File: config.mk
export PLATFORM = sky130hd
export DESIGN_NAME = led_pwm_frame_serializer_top_flat
export DESIGN_NICKNAME = d
export VERILOG_FILES = /design/src/design/lpfs_pkg.sv /design/src/design/lpfs_in_if.sv /design/src/design/lpfs_out_if.sv /design/src/design/lpfs_ram.sv /design/src/design/lpfs_datapath.sv /design/src/design/lpfs_controller.sv /design/src/design/led_pwm_frame_serializer_top.sv /design/src/flat_wrapper.sv
export SDC_FILE = /design/constraint.sdc
export NUM_CORES = 1
export LEC_CHECK = 0
export ABC_AREA = 1
export BUFFER_PORTS_ARGS = -buffer_cell sky130_fd_sc_hd__buf_2
export CAP_MARGIN = 20
export CORE_ASPECT_RATIO = 0.9
export CORE_UTILIZATION = 25
export CTS_CLUSTER_DIAMETER = 120
export DETAILED_ROUTE_END_ITERATION = 10
export PLACE_DENSITY = 0.4
export SYNTH_ARGS = -nofsm -noshare
export SYNTH_HDL_FRONTEND = slang
export SYNTH_SLANG_ARGS = --single-unit
File: constraint.sdc
create_clock -name clk_i -period 2.7 [get_ports clk_i]
set_input_delay 0.135 -clock clk_i [delete_from_list [all_inputs] [get_ports clk_i]]
set_output_delay 0.135 -clock clk_i [all_outputs]
set_load 0.01 [all_outputs]
File: src/design/lpfs_pkg.sv
// ----------------------------------------------------------------------------
// lpfs_pkg: shared types and constants of the LED PWM frame serializer
// Holds the frame word constants, the word kind codes and the command and
// status structs that join the controller and the datapath.
// ----------------------------------------------------------------------------
`default_nettype none

package lpfs_pkg;

  localparam int unsigned ChanW  = 6;
  localparam int unsigned LevelW = 16;
  localparam int unsigned WordW  = 4;

  localparam logic [ChanW-1:0]  CH_PER_CHIP      = 6'd12;
  localparam logic [WordW-1:0]  FIRST_LEVEL_WORD = 4'd2;
  localparam logic [WordW-1:0]  LAST_WORD        = 4'd13;
  localparam logic [LevelW-1:0] CTRL_HI          = 16'h96DF;
  localparam logic [LevelW-1:0] CTRL_LO          = 16'hFFFF;

  localparam logic CMD_WRITE  = 1'b0;
  localparam logic CMD_COMMIT = 1'b1;

  typedef enum logic [1:0] {
    WORD_CTRL_HI = 2'd0,
    WORD_CTRL_LO = 2'd1,
    WORD_LEVEL   = 2'd2
  } word_kind_e;

  typedef struct packed {
    logic start;
    logic issue;
    logic write;
  } ctrl_cmd_t;

  typedef struct packed {
    logic issue_last;
    logic pipe_empty;
    logic stall;
  } ctrl_status_t;

endpackage

`default_nettype wire

File: src/design/lpfs_in_if.sv
// ----------------------------------------------------------------------------
// lpfs_in_if: input item channel
// Valid/ready channel that carries one write or commit item.
// ----------------------------------------------------------------------------
`default_nettype none

interface lpfs_in_if;
  logic        valid;
  logic        ready;
  logic        cmd;
  logic [5:0]  channel;
  logic [15:0] level;

  modport source (output valid, output cmd, output channel, output level, input ready);
  modport sink   (input valid, input cmd, input channel, input level, output ready);
endinterface

`default_nettype wire

File: src/design/lpfs_out_if.sv
// ----------------------------------------------------------------------------
// lpfs_out_if: result item channel
// Valid/ready channel that carries one frame word and its last flag.
// ----------------------------------------------------------------------------
`default_nettype none

interface lpfs_out_if;
  logic        valid;
  logic        ready;
  logic [15:0] frame_word;
  logic        last_word;

  modport source (output valid, output frame_word, output last_word, input ready);
  modport sink   (input valid, input frame_word, input last_word, output ready);
endinterface

`default_nettype wire

File: src/design/lpfs_ram.sv
// ----------------------------------------------------------------------------
// lpfs_ram: generic simple dual-port RAM
// One write port and one read port with registered, enable-held read data.
// ----------------------------------------------------------------------------
`default_nettype none

module lpfs_ram #(
  parameter int unsigned Width = 16,
  parameter int unsigned Depth = 48
) (
  input  wire logic                     clk_i,
  input  wire logic                     we_i,
  input  wire logic [$clog2(Depth)-1:0] waddr_i,
  input  wire logic [Width-1:0]         wdata_i,
  input  wire logic                     re_i,
  input  wire logic [$clog2(Depth)-1:0] raddr_i,
  output logic      [Width-1:0]         rdata_o
);

  logic [Width-1:0] mem_q [Depth];
  logic [Width-1:0] rdata_q;

  always_ff @(posedge clk_i) begin
    if (we_i) begin
      mem_q[waddr_i] <= wdata_i;
    end
    if (re_i) begin
      rdata_q <= mem_q[raddr_i];
    end
  end

  assign rdata_o = rdata_q;

endmodule

`default_nettype wire

File: src/design/lpfs_datapath.sv
// ----------------------------------------------------------------------------
// lpfs_datapath: level store and frame word pipeline
// Holds the level RAM with its valid bits, the chip and word counters and a
// two-stage read pipeline that ends in the output register.
// ----------------------------------------------------------------------------
`default_nettype none

module lpfs_datapath #(
  parameter int unsigned CHIPS = 4
) (
  input  wire logic                   clk_i,
  input  wire logic                   rst_ni,
  input  wire lpfs_pkg::ctrl_cmd_t    cmd_i,
  output lpfs_pkg::ctrl_status_t      status_o,
  input  wire logic [5:0]             channel_i,
  input  wire logic [15:0]            level_i,
  output logic                        out_valid_o,
  input  wire logic                   out_ready_i,
  output logic [15:0]                 frame_word_o,
  output logic                        last_word_o
);

  localparam int unsigned NumCh = CHIPS * 12;
  localparam int unsigned AddrW = $clog2(NumCh);
  localparam int unsigned ChipW = (CHIPS > 1) ? $clog2(CHIPS) : 1;
  localparam logic [5:0]       NUM_CH_W = 6'(NumCh);
  localparam logic [ChipW-1:0] TOP_CHIP = ChipW'(CHIPS - 1);

  logic [NumCh-1:0] valid_q;
  logic [ChipW-1:0] chip_q, chip_d;
  logic [lpfs_pkg::WordW-1:0] word_q, word_d;

  logic             s1_valid_q;
  logic             s1_last_q;
  logic             s1_ok_q;
  lpfs_pkg::word_kind_e s1_kind_q;

  logic        out_valid_q;
  logic [15:0] out_word_q;
  logic        out_last_q;

  logic             wr_en;
  logic             rd_en;
  logic             advance;
  logic             issue_last;
  logic [5:0]       rd_chan;
  logic [AddrW-1:0] raddr;
  logic [15:0]      ram_rdata;
  logic [15:0]      word_val;
  lpfs_pkg::word_kind_e issue_kind;

  assign wr_en      = cmd_i.write && (channel_i < NUM_CH_W);
  assign issue_last = (chip_q == '0) && (word_q == lpfs_pkg::LAST_WORD);
  assign advance    = !(out_valid_q && !out_ready_i);
  assign rd_en      = cmd_i.issue && (word_q >= lpfs_pkg::FIRST_LEVEL_WORD);

  // Channel order within a chip runs from 11 down to 0 as the word index grows.
  assign rd_chan = 6'(chip_q) * lpfs_pkg::CH_PER_CHIP
                 + {2'b00, lpfs_pkg::LAST_WORD - word_q};
  assign raddr   = rd_chan[AddrW-1:0];

  always_comb begin
    if (word_q == '0) begin
      issue_kind = lpfs_pkg::WORD_CTRL_HI;
    end else if (word_q == 4'd1) begin
      issue_kind = lpfs_pkg::WORD_CTRL_LO;
    end else begin
      issue_kind = lpfs_pkg::WORD_LEVEL;
    end
  end

  always_comb begin
    chip_d = chip_q;
    word_d = word_q;
    if (cmd_i.start) begin
      chip_d = TOP_CHIP;
      word_d = '0;
    end else if (cmd_i.issue) begin
      if (word_q == lpfs_pkg::LAST_WORD) begin
        word_d = '0;
        chip_d = chip_q - 1'b1;
      end else begin
        word_d = word_q + 1'b1;
      end
    end
  end

  always_comb begin
    unique case (s1_kind_q)
      lpfs_pkg::WORD_CTRL_HI: word_val = lpfs_pkg::CTRL_HI;
      lpfs_pkg::WORD_CTRL_LO: word_val = lpfs_pkg::CTRL_LO;
      lpfs_pkg::WORD_LEVEL:   word_val = s1_ok_q ? ram_rdata : '0;
      default:                word_val = '0;
    endcase
  end

  lpfs_ram #(
    .Width (16),
    .Depth (NumCh)
  ) u_ram (
    .clk_i   (clk_i),
    .we_i    (wr_en),
    .waddr_i (channel_i[AddrW-1:0]),
    .wdata_i (level_i),
    .re_i    (rd_en),
    .raddr_i (raddr),
    .rdata_o (ram_rdata)
  );

  always_ff @(posedge clk_i or negedge rst_ni) begin
    if (!rst_ni) begin
      valid_q     <= '0;
      chip_q      <= '0;
      word_q      <= '0;
      s1_valid_q  <= 1'b0;
      out_valid_q <= 1'b0;
    end else begin
      if (wr_en) begin
        valid_q[channel_i[AddrW-1:0]] <= 1'b1;
      end
      chip_q <= chip_d;
      word_q <= word_d;
      if (advance) begin
        s1_valid_q  <= cmd_i.issue;
        out_valid_q <= s1_valid_q;
      end
    end
  end

  always_ff @(posedge clk_i) begin
    if (cmd_i.issue) begin
      s1_kind_q <= issue_kind;
      s1_last_q <= issue_last;
      s1_ok_q   <= (issue_kind == lpfs_pkg::WORD_LEVEL) && valid_q[raddr];
    end
    if (advance) begin
      out_word_q <= word_val;
      out_last_q <= s1_last_q;
    end
  end

  assign status_o.issue_last = issue_last;
  assign status_o.pipe_empty = !s1_valid_q && !out_valid_q;
  assign status_o.stall      = !advance;

  assign out_valid_o  = out_valid_q;
  assign frame_word_o = out_word_q;
  assign last_word_o  = out_last_q;

endmodule

`default_nettype wire

File: src/design/lpfs_controller.sv
// ----------------------------------------------------------------------------
// lpfs_controller: item sequencing state machine
// Accepts items while idle, runs the frame word issue and waits for the
// pipeline to drain before the next item.
// ----------------------------------------------------------------------------
`default_nettype none

module lpfs_controller (
  input  wire logic                   clk_i,
  input  wire logic                   rst_ni,
  input  wire logic                   in_valid_i,
  input  wire logic                   in_cmd_i,
  output logic                        in_ready_o,
  input  wire lpfs_pkg::ctrl_status_t status_i,
  output lpfs_pkg::ctrl_cmd_t         cmd_o
);

  typedef enum logic [2:0] {
    ST_IDLE  = 3'b001,
    ST_RUN   = 3'b010,
    ST_DRAIN = 3'b100
  } state_e;

  state_e state_q, state_d;
  logic   accept;

  assign accept = in_valid_i && (state_q == ST_IDLE);

  always_comb begin
    state_d = state_q;
    cmd_o   = '0;
    unique case (state_q)
      ST_IDLE: begin
        if (accept) begin
          if (in_cmd_i == lpfs_pkg::CMD_COMMIT) begin
            cmd_o.start = 1'b1;
            state_d     = ST_RUN;
          end else begin
            cmd_o.write = 1'b1;
          end
        end
      end
      ST_RUN: begin
        if (!status_i.stall) begin
          cmd_o.issue = 1'b1;
          if (status_i.issue_last) begin
            state_d = ST_DRAIN;
          end
        end
      end
      ST_DRAIN: begin
        if (status_i.pipe_empty) begin
          state_d = ST_IDLE;
        end
      end
      default: begin
        state_d = ST_IDLE;
      end
    endcase
  end

  always_ff @(posedge clk_i or negedge rst_ni) begin
    if (!rst_ni) begin
      state_q <= ST_IDLE;
    end else begin
      state_q <= state_d;
    end
  end

  assign in_ready_o = (state_q == ST_IDLE);

endmodule

`default_nettype wire

File: src/design/led_pwm_frame_serializer_top.sv
// ----------------------------------------------------------------------------
// led_pwm_frame_serializer_top: LED PWM frame serializer
// Keeps grayscale levels for a chain of twelve-channel LED drivers and emits
// the chain frame as 16-bit words on a commit.
// ----------------------------------------------------------------------------
// A write item stores one 16-bit level; a write to a channel at or beyond
// CHIPS*12 is dropped. A commit item emits CHIPS*14 result items, chip by
// chip from the last chip down to the first: the control words 0x96DF and
// 0xFFFF, then channels 11 down to 0, with the last word flagged. The frame
// words come one per cycle while the sink takes them, so the frame length
// sets the pace. A commit occupies the block from its accepting cycle through
// the issue of each word, the final word's pass through the read stage and
// the output register, and the controller seeing the pipeline empty; a sink
// that holds off a waiting word stalls the issue and lengthens the commit.
// No new item is accepted until the frame has fully left the output
// register. The level store reads as zero after reset through per-channel
// valid flops, so no clearing pass is needed.
// ----------------------------------------------------------------------------
`default_nettype none

module led_pwm_frame_serializer_top #(
  parameter int unsigned CHIPS = 4
) (
  input  wire logic  clk_i,
  input  wire logic  rst_ni,
  lpfs_in_if.sink    in_i,
  lpfs_out_if.source out_o
);

  lpfs_pkg::ctrl_cmd_t    cmd;
  lpfs_pkg::ctrl_status_t status;

  // The controller owns the input handshake and decides what each cycle does.
  lpfs_controller u_ctrl (
    .clk_i      (clk_i),
    .rst_ni     (rst_ni),
    .in_valid_i (in_i.valid),
    .in_cmd_i   (in_i.cmd),
    .in_ready_o (in_i.ready),
    .status_i   (status),
    .cmd_o      (cmd)
  );

  // The datapath owns the level store and the output register.
  lpfs_datapath #(
    .CHIPS (CHIPS)
  ) u_dp (
    .clk_i        (clk_i),
    .rst_ni       (rst_ni),
    .cmd_i        (cmd),
    .status_o     (status),
    .channel_i    (in_i.channel),
    .level_i      (in_i.level),
    .out_valid_o  (out_o.valid),
    .out_ready_i  (out_o.ready),
    .frame_word_o (out_o.frame_word),
    .last_word_o  (out_o.last_word)
  );

endmodule

`default_nettype wire
File: src/flat_wrapper.sv
// flat-port wrapper written by rule: the top's interface ports become plain ports
module led_pwm_frame_serializer_top_flat 
#(
  parameter int unsigned CHIPS = 4
)
  (clk_i, rst_ni, in_i_valid, in_i_cmd, in_i_channel, in_i_level, in_i_ready, out_o_valid, out_o_frame_word, out_o_last_word, out_o_ready);
  lpfs_in_if in_i_i ();
  lpfs_out_if out_o_i ();
  input  wire logic clk_i;
  input  wire logic rst_ni;
  input wire logic [$bits(in_i_i.valid)-1:0] in_i_valid;
  input wire logic [$bits(in_i_i.cmd)-1:0] in_i_cmd;
  input wire logic [$bits(in_i_i.channel)-1:0] in_i_channel;
  input wire logic [$bits(in_i_i.level)-1:0] in_i_level;
  output wire logic [$bits(in_i_i.ready)-1:0] in_i_ready;
  output wire logic [$bits(out_o_i.valid)-1:0] out_o_valid;
  output wire logic [$bits(out_o_i.frame_word)-1:0] out_o_frame_word;
  output wire logic [$bits(out_o_i.last_word)-1:0] out_o_last_word;
  input wire logic [$bits(out_o_i.ready)-1:0] out_o_ready;
  assign in_i_i.valid = in_i_valid;
  assign in_i_i.cmd = in_i_cmd;
  assign in_i_i.channel = in_i_channel;
  assign in_i_i.level = in_i_level;
  assign in_i_ready = in_i_i.ready;
  assign out_o_valid = out_o_i.valid;
  assign out_o_frame_word = out_o_i.frame_word;
  assign out_o_last_word = out_o_i.last_word;
  assign out_o_i.ready = out_o_ready;
  led_pwm_frame_serializer_top #(.CHIPS(CHIPS)) u_core (.clk_i(clk_i), .rst_ni(rst_ni), .in_i(in_i_i), .out_o(out_o_i));
endmodule
==> metrics.yaml <==
place:
  port_buffers: 45
  routabilityCongestion: 0.833
  placed_cell_area_mm2: 0.0390
  place_hpwl_mm: 64.9
min_path:
  whs_path_depth: 1
  hp-class: "in2reg"
  min_to: "u_core.u_dp.u_ram.mem_q[42][2]"
  min-delay-start: "in_i_level[2]"
grt:
  antenna_found_initial: 4
  grt_pass1_wl_mm: 159
  overflow: 0
  gr-usage-all-layers_pct: 15.3
  grt_max_degree: 131
  first_global_vias: 21500
setup_path:
  reg2reg_to: "u_core.u_dp.u_ram.rdata_o[8]"
  endpoint_kind: "register"
  ff2ff_path_depth: 9
  path_class: "reg2reg"
  crit_arrival_ns: 3.03
  r2r_slack_ns: 0.09
  worst_setup_path_start_kind: "register"
  cp_max_fo: 32
  worst_ep_required_time_ns: 3.12
  r2r-start: "u_core.u_dp.word_q[1]"
yosys:
  synth_seq_area_share_pct: 72.9
  synth.cell_area_mm2: 0.0352
  synth.top_cells.by_area: "edfxtp_1 69%, nand2_1 8.2%, nand3_1 7.6%, dfrtp_1 4.1%, nor2_1 2.7%"
  syn-mean-instance-area_um2: 12.1
  synth.area.mux_share_pct: 0
  syn_nets: 2959
  synthSimpleGateAreaFrac_pct: 19.5
  yosysUniqueCellTypes: 37
  synth_xor_xnor_area_share_pct: 0.206
  ys_ff_latch: 864
  postSynthCellCount: 2919
  synth_warnings: 0
  synth_fa_ha_area_share_pct: 0.484
  synth_area_leader_cell: "edfxtp_1"
  synth_compound_area_share_pct: 3.60
  synth.top_cell.area_share_pct: 68.7
  synth_top_family_by_area: "simple AND/OR/NAND/NOR gates"
detailed_routing:
  wl_per_cell_um: 21.8
  drtIter0Drc: 1839
  drc: 0
  detail-route-antenna-nets: 0
  post_drt_via_cell_ratio: 4.46
  dr.pass1.iters: 5
  drt_wl_total_mm: 109
  vias: 22300
cells_and_area:
  nets: 3105
  fin_area_mm2: 0.0421
  final_util_pct: 30.2
  area_growth_pct: 19.7
  drive_above_1_share_pct: 14.0
clock_network:
  cts_sinks: 864
  clk_latency_ns: 0.67
  clockBufferDepth: 3
  cts-buffers-inserted: 95
  cts_tree: "yes"
  cts_htree_levels: 3
  path_clk_slew_ns: 0.06
  cts_root_buffer: "clkbuf_16"
  cts_setup_buffers: 0
floorplan:
  die_area_mm2: 0.142
  die_h_um: 358
  fp.coreArea_mm2: 0.140
  initial_core_util_pct: 25.2
  fp-row-count: 130
  io_pins: 46
  chipWidth_um: 397
pwr:
  ir_worst_vdd_uv: 701
  pwr_density_cell_mw_per_mm2: 1060
  p_leak_uw: 0.0148
timing:
  max_freq_mhz: 383
  fin_crit_sh_pct: 96.7
  maxSlewViolCount: 0
  setup_viol_count_final: 0
  skew_ns: 0.0191
  max_slew_margin_pct: 38.6
  hold_viol_final: 0
  grt_setup_unrepaired: "yes"
  finalCriticalPeriod_ns: 2.61
  tightest_slew_ns: 0.921
outcome:
  status: "finished, final reports clean"
run:
  max-cap-violations: 0
## kinds of logic after synthesis
logic type | after synthesis
flops | 864
simple gates | 1611
compound gates | 219
fa+ha+maj | 13
buf+inv | 208
xor+xnor | 4
## report_power, final
part,internal [uW],switching [uW]
clock network,7090,5350
logic,5050,12000
registers,15100,177
## placed cells by master (no fill, tap or decap), types with 45 or more instances in the layout
cell       count
edfxtp_1     805
nand2_1      772
nand3_1      533
nor2_1       208
o21ai_0      144
clkbuf_16     98
buf_4         91
buf_12        75
o211ai_1      64
dfrtp_1       56
nor2_2        45
## critical path, cell delays in order, from the launching register on
cell	delay (ns)
dfrtp_4	0.51
ha_1	0.33
ha_4	0.18
fa_2	0.61
inv_2	0.13
buf_12	0.20
nand2_1	0.08
nand3_1	0.10
nand3_1	0.14
nand2_1	0.07
## how the worst max path moves through the flow
stage	to	startpoint	depth (start not counted)	slack, ns
2_1_floorplan	u_core.u_dp.u_ram.rdata_o[10]	u_core.u_dp.word_q[2]	10	0.14
3_3_place_gp	u_core.u_dp.s1_ok_q	u_core.u_dp.word_q[1]	10	0.02
3_5_place_dp	u_core.u_dp.s1_ok_q	u_core.u_dp.word_q[1]	10	0.04
4_1_cts	u_core.u_dp.s1_ok_q	u_core.u_dp.word_q[1]	10	0.02
5_1_grt	u_core.u_dp.u_ram.rdata_o[8]	u_core.u_dp.word_q[1]	9	-0.01
6_report	u_core.u_dp.u_ram.rdata_o[8]	u_core.u_dp.word_q[1]	9	0.09
## cells in the mapped netlist, drive strengths merged
library cell / instances
nand4: 4
inv: 28
clkbuf: 60
a31o: 1
o2111ai: 1
xor2: 2
a21oi: 6
buf: 118
nand2: 772
dfstp: 1
fa: 1
dfrtp: 58
o22ai: 1
clkinv: 2
nor3: 3
edfxtp: 805
xnor2: 2
a31oi: 1
o21ai: 145
or2: 45
nor2: 253
ha: 12
o211ai: 64
nand3: 534
## through the flow
stage / hold slack, ns / power [uW] / setup WS [ns] / setup TNS [ns] / std cells
after global placement: 0.303 / 32900 / 0.0237 / 0 / 4800
after floorplan: -0.161 / 25000 / 0.136 / 0 / 2919
after CTS: 0.00999 / 45400 / 0.0185 / 0 / 4991
after global routing: 0.0518 / 47300 / -0.0130 / -0.0130 / 4992
final: 0.0592 / 44800 / 0.0899 / 0 / 4999
after detailed placement: 0.295 / 32900 / 0.0440 / 0 / 4800
## state kept, by name (all words and copies together) (netlist names)
name / flops
u_core.u_dp.last_word_o: 1
u_core.u_dp.valid_q: 48
u_core.u_dp.chip_q: 2
u_core.u_dp.s1_last_q: 1
u_core.u_dp.u_ram.mem_q: 768
u_core.u_dp.s1_ok_q: 1
u_core.u_dp.s1_valid_q: 1
u_core.u_dp.out_valid_o: 1
u_core.u_dp.u_ram.rdata_o: 16
u_core.u_ctrl.state_q: 3
u_core.u_dp.word_q: 4
u_core.u_dp.s1_kind_q: 2
u_core.u_dp.frame_word_o: 16
## cell type report
type | count | area (um2)
inverter | 30 | 133
multi-input combinational | 1847 | 8510
antenna | 8 | 20.0
clock inverter | 54 | 385
timing repair buffer | 227 | 2580
fill | 14100 | 97400
clock buffer | 121 | 2540
sequential | 864 | 25700
tap | 1848 | 2310
## layer usage
layer  global-route usage [%]  routed length (um)
met1                     23.3               54800
met5                        0                   0
met2                     23.0               48400
met4                     3.72                2030
met3                     1.85                3890
## timing repair
| action | CTS | global route |
|---|---|---|
| gates resized for setup | 0 | 2 |
| endpoints found under the setup margin | 0 | 5 |
| hold buffers | 16 | 0 |
| endpoints found under the hold margin | 286 | 0 |
Power figures use the tool's default switching activity.
